<file path="src/hw/rtl/tdf_pkg.sv">
// ----------------------------------------------------------------------------
// Trial division factorizer package
// Shared widths, limits and constants for the factorizer and its divider.
// ----------------------------------------------------------------------------
package tdf_pkg;

    localparam int VALUE_WIDTH = 31;
    localparam int LIMIT_W     = 5;

    localparam logic [LIMIT_W-1:0] LIMIT_MAX   = 5'd30;
    localparam logic [LIMIT_W-1:0] LIMIT_RESET = 5'd10;

    localparam int FIRST_DIVISOR = 2;

    typedef enum logic [3:0] {
        S_IDLE = 4'b0001,
        S_DIV  = 4'b0010,
        S_EVAL = 4'b0100,
        S_PUSH = 4'b1000
    } t_state;

endpackage

</file>
<file path="src/hw/rtl/tdf_div.sv">
// ----------------------------------------------------------------------------
// Radix-2 shift divider
// Restoring division, one quotient bit per cycle; quotient and remainder are
// held after o_done until the next start.
// ----------------------------------------------------------------------------
module tdf_div #(
    parameter int W = tdf_pkg::VALUE_WIDTH
) (
    input  logic         i_clk,
    input  logic         i_rst_n,
    input  logic         i_start,
    input  logic [W-1:0] i_dividend,
    input  logic [W-1:0] i_divisor,
    output logic         o_done,
    output logic [W-1:0] o_quotient,
    output logic [W-1:0] o_remainder
);

    localparam int CW = $clog2(W + 1);

    logic [W-1:0]  r_quo, n_quo;
    logic [W-1:0]  r_rem, n_rem;
    logic [W-1:0]  r_dsr, n_dsr;
    logic [CW-1:0] r_cnt, n_cnt;
    logic          r_busy, n_busy;
    logic          r_done, n_done;

    logic [W:0] trial;
    logic [W:0] diff;
    logic       ge;

    assign trial = {r_rem, r_quo[W-1]};
    assign diff  = trial - {1'b0, r_dsr};
    assign ge    = (trial >= {1'b0, r_dsr});

    always_comb begin
        n_quo  = r_quo;
        n_rem  = r_rem;
        n_dsr  = r_dsr;
        n_cnt  = r_cnt;
        n_busy = r_busy;
        n_done = 1'b0;
        if (i_start) begin
            n_quo  = i_dividend;
            n_rem  = '0;
            n_dsr  = i_divisor;
            n_cnt  = CW'(W);
            n_busy = 1'b1;
        end else if (r_busy) begin
            // The partial remainder stays below the divisor, so W bits hold it.
            n_rem = ge ? diff[W-1:0] : trial[W-1:0];
            n_quo = {r_quo[W-2:0], ge};
            n_cnt = r_cnt - 1'b1;
            if (r_cnt == CW'(1)) begin
                n_busy = 1'b0;
                n_done = 1'b1;
            end
        end
    end

    always_ff @(posedge i_clk) begin
        if (!i_rst_n) begin
            r_busy <= 1'b0;
            r_done <= 1'b0;
            r_cnt  <= '0;
        end else begin
            r_busy <= n_busy;
            r_done <= n_done;
            r_cnt  <= n_cnt;
        end
        r_quo <= n_quo;
        r_rem <= n_rem;
        r_dsr <= n_dsr;
    end

    assign o_done      = r_done;
    assign o_quotient  = r_quo;
    assign o_remainder = r_rem;

endmodule

</file>
<file path="src/hw/rtl/trial_division_factorizer.sv">
// ----------------------------------------------------------------------------
// Trial division factorizer
// Emits the prime factors of each input number in ascending order.
// ----------------------------------------------------------------------------
// Usage:
// The input channel (i_valid, o_stall, i_number) takes one number; the block
// holds o_stall high while it factors it. Each prime factor leaves on the
// output channel (o_valid, i_stall) as one transfer, repeated by multiplicity,
// with o_is_last on the final one. A number below 2 gives a single transfer
// with o_no_factor set and o_factor zero. At most factor_limit factors are
// sent per number (0 counts as 1, 31 as 30), written on the cfg channel.
// Each trial divisor costs one pass of the radix-2 divider, and each factor
// sent also passes through the push state. Divisors run from 2 up to the
// square root of the remaining value.
// A finished factor waits in the output register while the receiver stalls;
// the next one is computed meanwhile and holds until that register frees.
// Synchronous active-low reset empties the output register, returns the
// engine to idle and sets factor_limit to 10.
// ----------------------------------------------------------------------------
module trial_division_factorizer #(
    parameter int VALUE_WIDTH = tdf_pkg::VALUE_WIDTH
) (
    input  logic                         i_clk,
    input  logic                         i_rst_n,
    input  logic                         i_cfg_valid,
    output logic                         o_cfg_ready,
    input  logic [tdf_pkg::LIMIT_W-1:0]  i_cfg_data,
    input  logic                         i_valid,
    output logic                         o_stall,
    input  logic [VALUE_WIDTH-1:0]       i_number,
    output logic                         o_valid,
    input  logic                         i_stall,
    output logic [VALUE_WIDTH-1:0]       o_factor,
    output logic                         o_no_factor,
    output logic                         o_is_last
);

    localparam int LW = tdf_pkg::LIMIT_W;

    tdf_pkg::t_state r_state, n_state;

    logic [LW-1:0]          r_limit, n_limit;
    logic [VALUE_WIDTH-1:0] r_rem, n_rem;
    logic [VALUE_WIDTH-1:0] r_div, n_div;
    logic [LW-1:0]          r_cnt, n_cnt;

    logic [VALUE_WIDTH-1:0] r_pend_factor, n_pend_factor;
    logic                   r_pend_nf, n_pend_nf;
    logic                   r_pend_last, n_pend_last;

    logic                   r_out_valid, n_out_valid;
    logic [VALUE_WIDTH-1:0] r_out_factor, n_out_factor;
    logic                   r_out_nf, n_out_nf;
    logic                   r_out_last, n_out_last;

    logic [LW-1:0]          limit_eff;
    logic                   in_take;
    logic                   out_free;
    logic                   div_start;
    logic                   div_done;
    logic [VALUE_WIDTH-1:0] div_quo;
    logic [VALUE_WIDTH-1:0] div_mod;
    logic                   hit_last;

    assign limit_eff = (r_limit == '0) ? LW'(1) :
                       (r_limit > tdf_pkg::LIMIT_MAX) ? tdf_pkg::LIMIT_MAX : r_limit;

    assign o_stall     = (r_state != tdf_pkg::S_IDLE);
    assign o_cfg_ready = 1'b1;
    assign in_take     = i_valid && (r_state == tdf_pkg::S_IDLE);
    assign out_free    = !r_out_valid || !i_stall;

    // A factor closes the run when the quotient is one or the limit is reached.
    assign hit_last = (div_quo == VALUE_WIDTH'(1)) || ((r_cnt + 1'b1) == limit_eff);

    always_comb begin
        n_state       = r_state;
        n_limit       = r_limit;
        n_rem         = r_rem;
        n_div         = r_div;
        n_cnt         = r_cnt;
        n_pend_factor = r_pend_factor;
        n_pend_nf     = r_pend_nf;
        n_pend_last   = r_pend_last;
        div_start     = 1'b0;

        if (i_cfg_valid) begin
            n_limit = i_cfg_data;
        end

        case (r_state)
            tdf_pkg::S_IDLE: begin
                if (in_take) begin
                    n_div = VALUE_WIDTH'(tdf_pkg::FIRST_DIVISOR);
                    n_cnt = '0;
                    n_rem = i_number;
                    if (i_number < VALUE_WIDTH'(2)) begin
                        n_pend_factor = '0;
                        n_pend_nf     = 1'b1;
                        n_pend_last   = 1'b1;
                        n_state       = tdf_pkg::S_PUSH;
                    end else begin
                        div_start = 1'b1;
                        n_state   = tdf_pkg::S_DIV;
                    end
                end
            end
            tdf_pkg::S_DIV: begin
                if (div_done) begin
                    n_state = tdf_pkg::S_EVAL;
                end
            end
            tdf_pkg::S_EVAL: begin
                n_pend_nf = 1'b0;
                if (div_quo < r_div) begin
                    // Divisor squared exceeds the remainder, so it is prime.
                    n_pend_factor = r_rem;
                    n_pend_last   = 1'b1;
                    n_rem         = VALUE_WIDTH'(1);
                    n_state       = tdf_pkg::S_PUSH;
                end else if (div_mod == '0) begin
                    n_pend_factor = r_div;
                    n_pend_last   = hit_last;
                    n_rem         = div_quo;
                    n_cnt         = r_cnt + 1'b1;
                    n_state       = tdf_pkg::S_PUSH;
                end else begin
                    n_div     = r_div + 1'b1;
                    div_start = 1'b1;
                    n_state   = tdf_pkg::S_DIV;
                end
            end
            tdf_pkg::S_PUSH: begin
                if (out_free) begin
                    if (r_pend_last) begin
                        n_state = tdf_pkg::S_IDLE;
                    end else begin
                        div_start = 1'b1;
                        n_state   = tdf_pkg::S_DIV;
                    end
                end
            end
            default: begin
                n_state = tdf_pkg::S_IDLE;
            end
        endcase
    end

    always_comb begin
        n_out_valid  = r_out_valid;
        n_out_factor = r_out_factor;
        n_out_nf     = r_out_nf;
        n_out_last   = r_out_last;
        if (r_out_valid && !i_stall) begin
            n_out_valid = 1'b0;
        end
        if ((r_state == tdf_pkg::S_PUSH) && out_free) begin
            n_out_valid  = 1'b1;
            n_out_factor = r_pend_factor;
            n_out_nf     = r_pend_nf;
            n_out_last   = r_pend_last;
        end
    end

    tdf_div #(
        .W (VALUE_WIDTH)
    ) u_div (
        .i_clk       (i_clk),
        .i_rst_n     (i_rst_n),
        .i_start     (div_start),
        .i_dividend  (n_rem),
        .i_divisor   (n_div),
        .o_done      (div_done),
        .o_quotient  (div_quo),
        .o_remainder (div_mod)
    );

    always_ff @(posedge i_clk) begin
        if (!i_rst_n) begin
            r_state     <= tdf_pkg::S_IDLE;
            r_limit     <= tdf_pkg::LIMIT_RESET;
            r_cnt       <= '0;
            r_out_valid <= 1'b0;
        end else begin
            r_state     <= n_state;
            r_limit     <= n_limit;
            r_cnt       <= n_cnt;
            r_out_valid <= n_out_valid;
        end
        r_rem         <= n_rem;
        r_div         <= n_div;
        r_pend_factor <= n_pend_factor;
        r_pend_nf     <= n_pend_nf;
        r_pend_last   <= n_pend_last;
        r_out_factor  <= n_out_factor;
        r_out_nf      <= n_out_nf;
        r_out_last    <= n_out_last;
    end

    assign o_valid     = r_out_valid;
    assign o_factor    = r_out_factor;
    assign o_no_factor = r_out_nf;
    assign o_is_last   = r_out_last;

`ifndef SYNTHESIS
    a_cnt_within_limit: assert property (@(posedge i_clk) disable iff (!i_rst_n)
        (r_state != tdf_pkg::S_IDLE) |-> (r_cnt <= limit_eff))
        else $error("factor count exceeds the limit");

    a_div_operands: assert property (@(posedge i_clk) disable iff (!i_rst_n)
        (r_state == tdf_pkg::S_DIV) |-> (r_div >= VALUE_WIDTH'(2) && r_rem >= VALUE_WIDTH'(2)))
        else $error("divider running on an operand below two");

    a_done_in_div: assert property (@(posedge i_clk) disable iff (!i_rst_n)
        div_done |-> (r_state == tdf_pkg::S_DIV))
        else $error("divider finished outside a division pass");
`endif

endmodule
</file>
<file path="config.mk">
export PLATFORM = sky130hd
export DESIGN_NAME = trial_division_factorizer
export DESIGN_NICKNAME = d
export VERILOG_FILES = /design/src/hw/rtl/tdf_pkg.sv /design/src/hw/rtl/tdf_div.sv /design/src/hw/rtl/trial_division_factorizer.sv
export SDC_FILE = /design/constraint.sdc
export NUM_CORES = 1
export LEC_CHECK = 0
export BUFFER_PORTS_ARGS = -buffer_cell sky130_fd_sc_hd__buf_2
export CORE_ASPECT_RATIO = 1.75
export CORE_UTILIZATION = 50
export DETAILED_ROUTE_END_ITERATION = 8
export GPL_TIMING_DRIVEN = 0
export HOLD_SLACK_MARGIN = 0.08
export PLACE_DENSITY = 0.79
export SETUP_SLACK_MARGIN = 0.15
export SYNTH_ARGS = -nofsm -noshare
export SYNTH_HDL_FRONTEND = slang
export SYNTH_SLANG_ARGS = --single-unit
</file>
<file path="constraint.sdc">
create_clock -name i_clk -period 5.2 [get_ports i_clk]
set_clock_uncertainty 0.2 [all_clocks]
set_input_delay 0.52 -clock i_clk [delete_from_list [all_inputs] [get_ports i_clk]]
set_output_delay 0.52 -clock i_clk [all_outputs]
set_load 0.05 [all_outputs]
</file>
==> impl_metrics.py <==
metrics = {
    "yosys": {
        "yosys_warnings": 0,
        "ys_types": 82,
        "avgSynthCellArea_sq_um": 9.76,
        "async_flop_share_pct": 0,
        "synth_area_sq_um": 13000,
        "synth-main-ff-cell": "edfxtp_1",
        "synth_edf_count": 128,
        "syn-num-nets": 1437,
        "yosysSeqAreaShare_pct": 47.3,
        "synth-seq-cells": 243,
        "syn_inst": 1330,
    },
    "finish": {
        "final_util_pct": 57.8,
        "drive_gt1_share_pct": 11.8,
        "final_common_cell": "nor2_1",
        "nets": 1547,
        "fill_cells": 2155,
        "syn_to_final_growth_pct": 12.8,
        "multi_input_area_sq_um": 6240,
        "seqCellArea_sq_um": 6150,
        "most-common-layout-cells": "nor2_1, edfxtp_1, dfxtp_1",
        "postLayoutCellArea_sq_um": 14600,
    },
    "min_path": {
        "min_to": "r_limit[0]",
        "hold_class": "in -> reg",
        "hp-start": "i_cfg_data[0]",
        "whs_path_depth": 3,
    },
    "timing": {
        "fin_crit_sh_pct": 89.8,
        "setup_viol": 0,
        "fmax_mhz": 214,
        "max-slew-margin-rel_pct": 37.4,
        "hold_viol_final": 0,
        "finalCriticalPeriod_ps": 4670,
        "maxSlewViolCount": 0,
        "worst_pin_slew_ps": 939,
        "rsz0062_at_grt": "no",
        "setup_tns_ps": 0,
    },
    "worst_setup_path": {
        "r2r_slack_ps": 530,
        "r2r_end": "u_div.o_quotient[2]",
        "crit_arrival_ps": 4620,
        "ff2ff_path_depth": 10,
        "critPathLaunchType": "flop",
        "worst-setup-path-type": "reg -> reg",
        "cp-end-kind": "flop",
        "cp.required_ps": 5150,
        "cp_max_fo": 31,
        "worstReg2RegStart": "u_div.o_quotient[30]",
    },
    "floorplanning": {
        "dieArea_sq_um": 26600,
        "rows": 77,
        "initial_utilization_pct": 51.2,
        "fp.dieH_um": 215,
        "core-area_sq_um": 25300,
        "die_x_um": 124,
        "num_io_pins": 77,
    },
    "detailed_routing": {
        "wire_per_inst_um": 23.5,
        "firstDrtPassIters": 7,
        "drc": 0,
        "final_antenna_net_count": 0,
        "routed_wl_um": 41600,
        "drtIter0Drc": 819,
        "vias": 11168,
        "via_per_inst": 6.30,
    },
    "clock_tree": {
        "ctsLongestPathBuffers": 3,
        "postCtsSetupBuffers": 0,
        "cts-root-buf": "clkbuf_16",
        "clock_latency_ps": 530,
        "hold_buffers": 8,
        "cts_sinks": 243,
        "cts_buffers": 21,
        "htreeDepth": 1,
        "clkTransAtPathRegs_ps": 70,
        "post_cts_resized": 0,
        "cts_tree": "done",
    },
    "status": {
        "outcome": "completed",
    },
    "global_route": {
        "grt_first_pass_wirelength_um": 62900,
        "grt.overflow.total": 0,
        "met2_usage_pct": 55.5,
        "grt_max_degree": 33,
        "antenna_found_initial": 0,
        "met3_usage_pct": 4.09,
        "top_usage_layer": "met2",
        "grtUsageTotal_pct": 32.0,
        "use_met1_pct": 31.9,
        "grt_pass1_vias": 11148,
    },
    "power": {
        "p_seq_share_pct": 37.8,
        "p_leak_nw": 5.52,
        "switchingPower_mw": 2.94,
        "switching_share_pct": 40.1,
        "clkPwrFrac_pct": 22.1,
        "ir_worst_vdd_uv": 435,
        "power_density_nw_per_um2": 500,
        "p_int_mw": 4.39,
        "power.share.combinational_pct": 40.1,
    },
    "placed_design": {
        "hpwl_um": 31900,
        "place.gp.congestion": 1.00,
        "portBuffers": 74,
        "placed_area_sq_um": 13800,
    },
    "run": {
        "cap_violations": 0,
    },
}
## logic make-up (layout without fill, tap and decap cells)
logic type / Yosys count / in the layout / synth area share [%]
AND/OR/NAND/NOR: 411 / 411 / 15.5
AO/OA/AOI/OAI: 356 / 356 / 18.0
flip-flops: 243 / 243 / 47.3
buffers and inverters: 150 / 275 / 4.73
multiplexers: 77 / 77 / 6.25
adder cells (fa/ha/maj): 66 / 66 / 6.42
XOR/XNOR: 26 / 26 / 1.75
other: 1 / 2 / 0.0289
## sequential cells by signal (all words and copies together) (netlist names), 4 cells and up
register,count
r_cnt,5
u_div.r_cnt,5
u_div.o_quotient,31
u_div.o_remainder,31
r_div,31
o_factor,31
r_state,4
r_rem,31
r_pend_factor,31
u_div.r_dsr,31
r_limit,5
## critical path: stages (launching register included)
cell	delay, ps
edfxtp_1	570
ha_1	380
nand4_1	160
nor4_1	320
inv_1	110
or3_1	320
o22ai_1	330
nand2b_1	150
buf_2	160
clkbuf_1	680
or2_2	850
## cell usage after synthesis, types with 6 or more instances
cell / instances / area (sq um)
a21oi_1: 101 / 505
buf_2: 17 / 85.1
dfxtp_1: 115 / 2300
a21o_1: 20 / 150
edfxtp_1: 128 / 3840
nor2_1: 140 / 526
a211oi_1: 31 / 233
a31oi_1: 19 / 119
clkbuf_1: 38 / 143
o31ai_1: 7 / 52.6
ha_1: 65 / 813
xnor2_1: 18 / 158
o211ai_1: 18 / 135
nor4_1: 26 / 163
a22oi_1: 23 / 173
nand4_1: 21 / 131
nor3_1: 31 / 155
o21a_1: 6 / 45.0
nand3_1: 30 / 150
nand2b_1: 12 / 75.1
mux2_1: 19 / 214
mux2_2: 13 / 146
o21ai_0: 65 / 325
or4_1: 7 / 52.6
nor2b_1: 6 / 37.5
nand2_1: 86 / 323
xor2_1: 8 / 70.1
mux2i_1: 45 / 450
a221o_1: 7 / 70.1
or3_1: 9 / 56.3
inv_1: 81 / 304
and3_1: 15 / 93.8
buf_1: 6 / 22.5
o21ai_1: 8 / 40.0
## metrics by stage
stage	worst slack, ps	hold slack (ps)	std cells	power (mW)
2_1_floorplan	483	200	1330	4.74
3_3_place_gp	-1180	204	1720	5.57
3_5_place_dp	625	205	1725	5.64
4_1_cts	584	80.0	1771	7.26
5_1_grt	378	89.0	1771	7.67
6_report	529	92.0	1772	7.33
## per-layer routing
metal	share of wire (%)	vias up
met4	11	0
li1	-	5164
met3	5.1	201
met2	51	466
met1	33	5337
met5	0	-
## final cells by class
class | count | share of cell area [%]
buffer | 67 | 2.08
clock inverter | 10 | 0.513
clock buffer | 28 | 4.30
timing repair buffer | 87 | 3.66
sequential | 243 | 42.0
inverter | 83 | 2.13
antenna | 1 | 0.0171
tap | 316 | 2.70
multi-input combinational | 937 | 42.6
## worst max-delay path by stage
stage | start | endpoint | slack, ps | depth (start not counted)
6_report | u_div.o_quotient[30] | u_div.o_quotient[2] | 530 | 10
5_1_grt | u_div.o_quotient[30] | u_div.o_quotient[19] | 380 | 10
4_1_cts | u_div.o_quotient[30] | u_div.o_quotient[16] | 580 | 10
3_5_place_dp | u_div.o_quotient[30] | u_div.o_quotient[1] | 630 | 10
3_3_place_gp | u_div.o_remainder[2] | r_pend_factor[10] | -1180 | 7
2_1_floorplan | r_div[28] | r_pend_factor[0] | 480 | 9
## power by group through the flow
stage	Sequential (mW)	Clock [mW]	Combinational [mW]
final	2.77	1.62	2.94
after global routing	2.79	1.69	3.18
after CTS	2.76	1.63	2.87
after detailed placement	2.79	0	2.84
after global placement	2.79	0	2.78
after floorplan	2.65	0	2.09
(Power assumes the default switching activity.)
